==> config.mk <==
export PLATFORM = sky130hd
export DESIGN_NAME = utf8_sanitizer
export DESIGN_NICKNAME = d
export VERILOG_FILES = /design/src/rtl/utf8s_pkg.sv /design/src/rtl/utf8s_front.sv /design/src/rtl/utf8s_cmd_fifo.sv /design/src/rtl/utf8s_back.sv /design/src/rtl/utf8_sanitizer.sv
export SDC_FILE = /design/constraint.sdc
export NUM_CORES = 1
export LEC_CHECK = 0
export ABC_CLOCK_PERIOD_IN_PS = 7800
export BUFFER_PORTS_ARGS = -buffer_cell sky130_fd_sc_hd__clkbuf_2
export CORE_MARGIN = 5
export CORE_UTILIZATION = 53
export DETAILED_ROUTE_END_ITERATION = 8
export PLACE_DENSITY = 0.79
export SYNTH_ARGS = -nofsm -noshare
export SYNTH_HDL_FRONTEND = slang
export SYNTH_HIERARCHICAL = 1
export SYNTH_SLANG_ARGS = --single-unit
==> constraint.sdc <==
create_clock -name clk -period 7.8 [get_ports clk]
set_input_delay 0.78 -clock clk [delete_from_list [all_inputs] [get_ports clk]]
set_output_delay 0.78 -clock clk [all_outputs]
set_load 0.01 [all_outputs]
==> src/rtl/utf8s_pkg.sv <==
// Shared types and constants of the UTF-8 sanitizer.
// No dependencies; used by the front end, command queue, back end and top level.
package utf8s_pkg;

    // Replacement character U+FFFD as UTF-8
    localparam logic [7:0] REPL_B0 = 8'hEF;
    localparam logic [7:0] REPL_B1 = 8'hBF;
    localparam logic [7:0] REPL_B2 = 8'hBD;

    // Lead byte ranges
    localparam logic [7:0] LEAD2_LO = 8'hC2;
    localparam logic [7:0] LEAD2_HI = 8'hDF;
    localparam logic [7:0] LEAD3_LO = 8'hE0;
    localparam logic [7:0] LEAD3_HI = 8'hEF;
    localparam logic [7:0] LEAD4_LO = 8'hF0;
    localparam logic [7:0] LEAD4_HI = 8'hF4;

    // Code point limits
    localparam logic [20:0] MIN_CODE_2 = 21'h00080;
    localparam logic [20:0] MIN_CODE_3 = 21'h00800;
    localparam logic [20:0] MIN_CODE_4 = 21'h10000;
    localparam logic [20:0] MAX_CODE   = 21'h10FFFF;
    localparam logic [20:0] SURR_LO    = 21'h0D800;
    localparam logic [20:0] SURR_HI    = 21'h0DFFF;

    // Sequence lengths
    localparam logic [2:0] SEQ_LEN_NONE = 3'd0;
    localparam logic [2:0] SEQ_LEN_2    = 3'd2;
    localparam logic [2:0] SEQ_LEN_3    = 3'd3;
    localparam logic [2:0] SEQ_LEN_4    = 3'd4;

    // Command queue geometry
    localparam int QDEPTH = 4;
    localparam int QPTR_W = $clog2(QDEPTH);
    localparam int QCNT_W = $clog2(QDEPTH + 1);

    // Emission command: repl_cnt replacement characters, then raw_cnt raw bytes
    typedef struct packed {
        logic [2:0]      repl_cnt;
        logic [2:0]      raw_cnt;
        logic [3:0][7:0] raw;
        logic            fin;
    } cmd_t;

endpackage

==> src/rtl/utf8s_front.sv <==
// Front end of the UTF-8 sanitizer: decodes input bytes, holds partial
// sequences and builds emission commands. Depends on utf8s_pkg.
module utf8s_front
(
    input  logic             clk,
    input  logic             rst_n,
    input  logic [7:0]       in_byte,
    input  logic             final_byte,
    input  logic             accept,
    output utf8s_pkg::cmd_t  cmd,
    output logic             cmd_valid
);

    logic [1:0]       pc_reg;
    logic [1:0]       pc_next;
    logic [2:0]       el_reg;
    logic [2:0]       el_next;
    logic [20:0]      acc_reg;
    logic [20:0]      acc_next;
    logic [2:0][7:0]  pend_reg;
    logic             pend_we;
    logic [1:0]       pend_idx;

    logic             is_cont;
    logic [2:0]       pc_inc;
    logic [20:0]      acc_shift;
    logic             complete;
    logic [20:0]      min_code;
    logic             code_ok;
    logic [2:0]       lead_len;
    logic [20:0]      lead_bits;

    // Classify the byte and check the code point
    always_comb
    begin
        is_cont   = (in_byte[7:6] == 2'b10);
        pc_inc    = {1'b0, pc_reg} + 3'd1;
        acc_shift = {acc_reg[14:0], in_byte[5:0]};
        complete  = (pc_inc >= el_reg);
        case (el_reg)
            utf8s_pkg::SEQ_LEN_2: min_code = utf8s_pkg::MIN_CODE_2;
            utf8s_pkg::SEQ_LEN_3: min_code = utf8s_pkg::MIN_CODE_3;
            default:              min_code = utf8s_pkg::MIN_CODE_4;
        endcase
        code_ok = (acc_shift >= min_code) && (acc_shift <= utf8s_pkg::MAX_CODE) &&
                  !((acc_shift >= utf8s_pkg::SURR_LO) && (acc_shift <= utf8s_pkg::SURR_HI));

        lead_len  = utf8s_pkg::SEQ_LEN_NONE;
        lead_bits = '0;
        if (in_byte >= utf8s_pkg::LEAD2_LO && in_byte <= utf8s_pkg::LEAD2_HI)
        begin
            lead_len  = utf8s_pkg::SEQ_LEN_2;
            lead_bits = {16'd0, in_byte[4:0]};
        end
        else if (in_byte >= utf8s_pkg::LEAD3_LO && in_byte <= utf8s_pkg::LEAD3_HI)
        begin
            lead_len  = utf8s_pkg::SEQ_LEN_3;
            lead_bits = {17'd0, in_byte[3:0]};
        end
        else if (in_byte >= utf8s_pkg::LEAD4_LO && in_byte <= utf8s_pkg::LEAD4_HI)
        begin
            lead_len  = utf8s_pkg::SEQ_LEN_4;
            lead_bits = {18'd0, in_byte[2:0]};
        end
    end

    // Build the command and the next decode state
    always_comb
    begin
        pc_next   = pc_reg;
        el_next   = el_reg;
        acc_next  = acc_reg;
        pend_we   = 1'b0;
        pend_idx  = pc_reg;
        cmd.repl_cnt = 3'd0;
        cmd.raw_cnt  = 3'd0;
        cmd.fin      = final_byte;
        for (int i = 0; i < 3; i++)
        begin
            cmd.raw[i] = (2'(i) < pc_reg) ? pend_reg[i] : in_byte;
        end
        cmd.raw[3] = in_byte;

        if (pc_reg != 2'd0 && is_cont)
        begin
            if (complete)
            begin
                // Sequence done: pass it through or replace every byte
                if (code_ok)
                    cmd.raw_cnt = pc_inc;
                else
                    cmd.repl_cnt = pc_inc;
                pc_next  = 2'd0;
                el_next  = 3'd0;
                acc_next = '0;
            end
            else
            begin
                // Hold the continuation byte
                pend_we  = 1'b1;
                pc_next  = pc_inc[1:0];
                acc_next = acc_shift;
                if (final_byte)
                begin
                    cmd.repl_cnt = pc_inc;
                    pc_next  = 2'd0;
                    el_next  = 3'd0;
                    acc_next = '0;
                end
            end
        end
        else
        begin
            // Drop any held bytes as replacements, then treat byte as a lead
            cmd.repl_cnt = {1'b0, pc_reg};
            pc_next  = 2'd0;
            el_next  = 3'd0;
            acc_next = '0;
            if (!in_byte[7])
            begin
                cmd.raw[0]  = in_byte;
                cmd.raw_cnt = 3'd1;
            end
            else if (lead_len != utf8s_pkg::SEQ_LEN_NONE && !final_byte)
            begin
                pend_we  = 1'b1;
                pend_idx = 2'd0;
                pc_next  = 2'd1;
                el_next  = lead_len;
                acc_next = lead_bits;
            end
            else
            begin
                cmd.repl_cnt = pc_inc;
            end
        end
        cmd_valid = (cmd.repl_cnt != 3'd0) || (cmd.raw_cnt != 3'd0);
    end

    // Advance decode state on each accepted transaction
    always_ff @(posedge clk or negedge rst_n)
    begin
        if (!rst_n)
        begin
            pc_reg  <= 2'd0;
            el_reg  <= 3'd0;
            acc_reg <= '0;
        end
        else if (accept)
        begin
            pc_reg  <= pc_next;
            el_reg  <= el_next;
            acc_reg <= acc_next;
        end
    end

    // Held bytes need no reset: only entries below the count are read
    always_ff @(posedge clk)
    begin
        if (accept && pend_we)
            pend_reg[pend_idx] <= in_byte;
    end

endmodule

==> src/rtl/utf8s_cmd_fifo.sv <==
// Command queue between the front end and the back end of the sanitizer.
// Depends on utf8s_pkg.
module utf8s_cmd_fifo
(
    input  logic             clk,
    input  logic             rst_n,
    input  logic             push,
    input  utf8s_pkg::cmd_t  push_data,
    input  logic             pop,
    output utf8s_pkg::cmd_t  head,
    output logic             full,
    output logic             empty
);

    utf8s_pkg::cmd_t                     mem_reg [utf8s_pkg::QDEPTH];
    logic [utf8s_pkg::QPTR_W-1:0]        wr_ptr_reg;
    logic [utf8s_pkg::QPTR_W-1:0]        rd_ptr_reg;
    logic [utf8s_pkg::QCNT_W-1:0]        count_reg;
    logic                                do_push;
    logic                                do_pop;

    assign full    = (count_reg == utf8s_pkg::QCNT_W'(utf8s_pkg::QDEPTH));
    assign empty   = (count_reg == '0);
    assign do_push = push && !full;
    assign do_pop  = pop && !empty;
    assign head    = mem_reg[rd_ptr_reg];

    // Advance pointers and occupancy
    always_ff @(posedge clk or negedge rst_n)
    begin
        if (!rst_n)
        begin
            wr_ptr_reg <= '0;
            rd_ptr_reg <= '0;
            count_reg  <= '0;
        end
        else
        begin
            if (do_push)
                wr_ptr_reg <= wr_ptr_reg + 1'b1;
            if (do_pop)
                rd_ptr_reg <= rd_ptr_reg + 1'b1;
            if (do_push && !do_pop)
                count_reg <= count_reg + 1'b1;
            else if (do_pop && !do_push)
                count_reg <= count_reg - 1'b1;
        end
    end

    // Store the command
    always_ff @(posedge clk)
    begin
        if (do_push)
            mem_reg[wr_ptr_reg] <= push_data;
    end

endmodule

==> src/rtl/utf8s_back.sv <==
// Back end of the sanitizer: expands the head command into output bytes.
// Depends on utf8s_pkg.
module utf8s_back
(
    input  logic             clk,
    input  logic             rst_n,
    input  utf8s_pkg::cmd_t  head,
    input  logic             head_empty,
    input  logic             pop,
    output logic             head_pop,
    output logic [7:0]       out_byte,
    output logic             run_last,
    output logic             string_end
);

    logic [2:0] rep_done_reg;
    logic [1:0] phase_reg;
    logic [1:0] raw_idx_reg;
    logic       in_repl;
    logic       last;
    logic       take;
    logic [7:0] repl_byte;

    // Select the current byte of the command
    always_comb
    begin
        in_repl = (rep_done_reg < head.repl_cnt);
        case (phase_reg)
            2'd0:    repl_byte = utf8s_pkg::REPL_B0;
            2'd1:    repl_byte = utf8s_pkg::REPL_B1;
            default: repl_byte = utf8s_pkg::REPL_B2;
        endcase
        if (in_repl)
        begin
            out_byte = repl_byte;
            last     = (phase_reg == 2'd2) && (rep_done_reg + 3'd1 == head.repl_cnt) &&
                       (head.raw_cnt == 3'd0);
        end
        else
        begin
            out_byte = head.raw[raw_idx_reg];
            last     = ({1'b0, raw_idx_reg} + 3'd1 == head.raw_cnt);
        end
        run_last   = last;
        string_end = last && head.fin;
        take       = pop && !head_empty;
        head_pop   = take && last;
    end

    // Advance through the command; restart on its last byte
    always_ff @(posedge clk or negedge rst_n)
    begin
        if (!rst_n)
        begin
            rep_done_reg <= 3'd0;
            phase_reg    <= 2'd0;
            raw_idx_reg  <= 2'd0;
        end
        else if (take)
        begin
            if (last)
            begin
                rep_done_reg <= 3'd0;
                phase_reg    <= 2'd0;
                raw_idx_reg  <= 2'd0;
            end
            else if (in_repl)
            begin
                if (phase_reg == 2'd2)
                begin
                    phase_reg    <= 2'd0;
                    rep_done_reg <= rep_done_reg + 3'd1;
                end
                else
                begin
                    phase_reg <= phase_reg + 2'd1;
                end
            end
            else
            begin
                raw_idx_reg <= raw_idx_reg + 2'd1;
            end
        end
    end

endmodule

==> src/rtl/utf8_sanitizer.sv <==
// UTF-8 sanitizer top level. Results pass through the registered command queue.
// Throughput: one input byte per cycle while each byte yields at most one output byte
// and the queue is not full; an input yielding k output bytes (up to 12) holds the
// back end until popped; the four-entry queue absorbs bursts before push sees full.
// Reset: asynchronous, clears decode state and queue; no clearing pass is needed.
module utf8_sanitizer
(
    input  logic       clk,
    input  logic       rst_n,
    input  logic       push,
    output logic       full,
    input  logic [7:0] in_byte,
    input  logic       final_byte,
    output logic       empty,
    input  logic       pop,
    output logic [7:0] out_byte,
    output logic       run_last,
    output logic       string_end
);

    utf8s_pkg::cmd_t front_cmd;
    utf8s_pkg::cmd_t head_cmd;
    logic            front_valid;
    logic            accept;
    logic            q_full;
    logic            q_empty;
    logic            head_pop;

    assign full   = q_full;
    assign empty  = q_empty;
    assign accept = push && !q_full;

    // Decode and hold sequences
    utf8s_front u_front
    (
        .clk        (clk),
        .rst_n      (rst_n),
        .in_byte    (in_byte),
        .final_byte (final_byte),
        .accept     (accept),
        .cmd        (front_cmd),
        .cmd_valid  (front_valid)
    );

    // Queue commands between the two halves
    utf8s_cmd_fifo u_fifo
    (
        .clk       (clk),
        .rst_n     (rst_n),
        .push      (accept && front_valid),
        .push_data (front_cmd),
        .pop       (head_pop),
        .head      (head_cmd),
        .full      (q_full),
        .empty     (q_empty)
    );

    // Expand commands into output bytes
    utf8s_back u_back
    (
        .clk        (clk),
        .rst_n      (rst_n),
        .head       (head_cmd),
        .head_empty (q_empty),
        .pop        (pop),
        .head_pop   (head_pop),
        .out_byte   (out_byte),
        .run_last   (run_last),
        .string_end (string_end)
    );

endmodule

==> results.toml <==
[outcome]
status = "completed"

[floorplan]
dieHeight_um = 142.8
coreArea_um2 = 17300
design.portCount = 25
placementRows = 48
die_w_um = 142.8
start_util_pct = 54.06
die_area_um2 = 20400

[job]
max_cap_viol_count = 0

[routing]
vias = 4963
vias_per_cell = 6.052
drc_errors = 0
firstDrtPassIters = 5
drt_first_iter_violations = 519
wl_per_cell_um = 23.13
antenna_left = 0
routed_wl_um = 18960

[place]
portBuffers = 24
place_inst = 780
dpl.hpwl_um = 11590
gp_congestion = 0.9275

[worst_setup_path]
endpoint_kind = "register"
worstPathCellList = "inv_1 > ha_1 > ha_1 > nand2_1 > o21ai_1 > or3_1 > nand4b_1 > mux2i_1 > or3_1 > and3b_1 > nor2b_1 > and2_2"
startpoint_type = "register"
cp_top_family = "simple AND/OR/NAND/NOR gates"
cp_num_buf_inv = 1
critical_path.max_stage_delay_ns = 0.93
critical_path_depth = 12
crit_arrival_ns = 4.95
reg2regPathDepth = 12
critPathSlowestCell = "and2_2"
crit_required_ns = 7.89
crit_type = "reg2reg"
cp_max_fo = 39

[sta]
timing.fmax_ghz = 0.2059
setup_viol = 0
rsz0062_at_grt = "no"
timing.final.crit_share_pct = 62.27
finalMaxSlewViolations = 0
max-slew-margin-rel_pct = 26.35
finClkSkew_ns = 0.01308
max_slew.worst_pin.slew_ns = 1.102
finalSetupTns_ns = 0
hold_ws_ns = 0.4041
hold_viol_final = 0
finalCriticalPeriod_ns = 4.857

[cts]
cts_resized = 0
cts_tree = "built"
postCtsHoldBufs = 0
clkSlewWorstSetupHoldPaths_ns = 0.06
htree_levels = 1
cts-root-buf = "clkbuf_16"
worstSkewPairLatency_ns = 0.48
clk_path_buf_depth = 3
post_cts_buffers = 0
numClockSinks = 214
numCtsBuffers = 22

[finish]
synthToLayoutAreaGrowth_pct = 10.40
diodes = 0
fin_nets = 613
largest_reg_flops = 156
fillCellCount = 1232
instances_no_fill = 820
drive_above_1_share_pct = 26.39

[grt]
grt_use_total_pct = 19.32
grt_first_pass_wirelength_um = 30020
antenna_found_initial = 1
grt_pass1_vias = 5159
grt_max_degree = 41
overflow = 0

[synth]
syn-instance-count = 557
synthArstFlopShare_pct = 15.89
ys_ff_latch = 214
synth_nets = 591
yosys_warnings = 6
syn_area_um2 = 9350
yosysUniqueCellTypes = 66
synth_edf_count = 180
avgSynthCellArea_um2 = 16.79
seq_area_frac_synth_pct = 66.91
synth_ff_type = "edfxtp_1"

[power_and_ir_drop]
p_clk_share_pct = 27.8
vdd_ir_drop_max_mv = 0.2004
pwr-share-seq_pct = 42.0
power.switching_mw = 1.125
p_sw_share_pct = 30.03
finalPower_mw = 3.748
p_leak_nw = 3.556
p_int_mw = 2.622
p_comb_share_pct = 30.2
powerDensity_nw_per_um2 = 363.1

[worst_hold_path]
hold_class = "in2async"
==> cells in the mapped netlist (all sizes together), types with 5 or more instances <==
library cell  number  share of area (%)
and2               5               0.35
buf               20                1.7
clkbuf            11               0.56
dfrtp             34                9.1
edfxtp           180                 58
ha                20                2.7
inv               31                1.2
mux2              18                2.2
mux4              47                 11
nand2             42                1.7
nand3              6               0.32
nor2              16               0.72
nor3               5               0.27
nor4               7               0.76
o21ai             27                1.5
o22ai             14               0.94
or2                7               0.47
xnor2              5               0.47
xor2               5               0.47
==> final timing paths <==
| path | start | to | slack (ns) |
|---|---|---|---|
| worst max-delay path | u_front/pc_reg[1] | u_fifo/mem_reg[1][3] | 2.94 |
| worst min-delay path | rst_n | u_front/acc_reg[13] | 0.40 |
| worst max register to register | u_front/pc_reg[1] | u_fifo/mem_reg[1][3] | 2.94 |
| worst min register to register | u_fifo/rd_ptr_reg[0] | u_fifo/rd_ptr_reg[0] | 0.49 |
| max in group asynchronous | rst_n | u_fifo/rd_ptr_reg[0] | 6.81 |
| min in group clk | u_fifo/rd_ptr_reg[0] | u_fifo/rd_ptr_reg[0] | 0.49 |
==> metrics by stage <==
| step | setup WS, ns | area, um2 | util [%] |
|---|---|---|---|
| floorplan | 3.076 | 9350 | - |
| global placement | 3.178 | 9592 | 55.45 |
| detailed placement | 2.960 | 9592 | 55.45 |
| CTS | 2.950 | 10320 | 59.68 |
| global route | 2.489 | 10320 | 59.68 |
| finish | 2.943 | 10320 | 59.68 |
==> power by group through the flow <==
stage | clock [mW] | combinational, mW | sequential, mW
4_1_cts | 1.05 | 1.16 | 1.58
6_report | 1.04 | 1.13 | 1.58
5_1_grt | 1.11 | 1.23 | 1.59
3_5_place_dp | 0 | 1.12 | 1.59
2_1_floorplan | 0 | 0.881 | 1.54
3_3_place_gp | 0 | 1.09 | 1.57
==> layout by cell type, fill, tap and decap left out, types with 3 or more instances in the layout <==
master / instances
a21oi_1: 3
and2_2: 4
and2b_2: 3
buf_4: 5
clkbuf_1: 8
clkbuf_16: 23
clkbuf_2: 24
clkbuf_8: 3
clkinv_2: 3
dfrtp_1: 33
edfxtp_1: 180
ha_1: 20
inv_1: 31
mux2_2: 16
mux2i_1: 3
mux4_2: 47
nand2_1: 42
nand3_1: 6
nor2_1: 14
nor3_1: 5
nor4_1: 4
o21ai_0: 24
o22ai_1: 14
o31ai_1: 3
or2_2: 7
or3_1: 3
xnor2_1: 5
xor2_1: 5
==> worst reg2reg max path, cell delays in order, from the launching register on <==
cell and delay [ns]:
dfrtp_1 0.65, inv_1 0.18, ha_1 0.39, ha_1 0.31, nand2_1 0.05, o21ai_1 0.40
or3_1 0.53, nand4b_1 0.21, mux2i_1 0.16, or3_1 0.10, and3b_1 0.15, nor2b_1 0.37
and2_2 0.93
==> cell families (layout without fill, tap and decap cells) <==
family / after synthesis / in the layout / share of synthesized area (%)
flops: 214 / 214 / 66.91
xor+xnor: 11 / 11 / 1.231
fa+ha+maj: 21 / 21 / 2.890
mux: 68 / 68 / 13.89
buf+inv: 62 / 100 / 3.519
simple gates: 116 / 116 / 7.106
compound gates: 65 / 65 / 4.456
==> layer usage <==
layer,wire (um),global-route usage [%],vias up
li1,-,-,2197
met1,7655,27.76,2531
met2,9607,32.25,206
met3,1354,2.512,27
met4,333,4.152,2
met5,13,0,-
==> layout make-up <==
cell class / count / area [um2] / area share, %
clock inverters: 6 / 83.83 / 0.8121
flip-flops and latches: 214 / 6257 / 60.62
well taps: 225 / 281.5 / 2.727
multi-input cells: 281 / 2779 / 26.92
repair buffers: 29 / 157.7 / 1.527
inverters: 31 / 116.4 / 1.127
clock buffers: 34 / 646.9 / 6.267
Power figures use the tool's default switching activity.
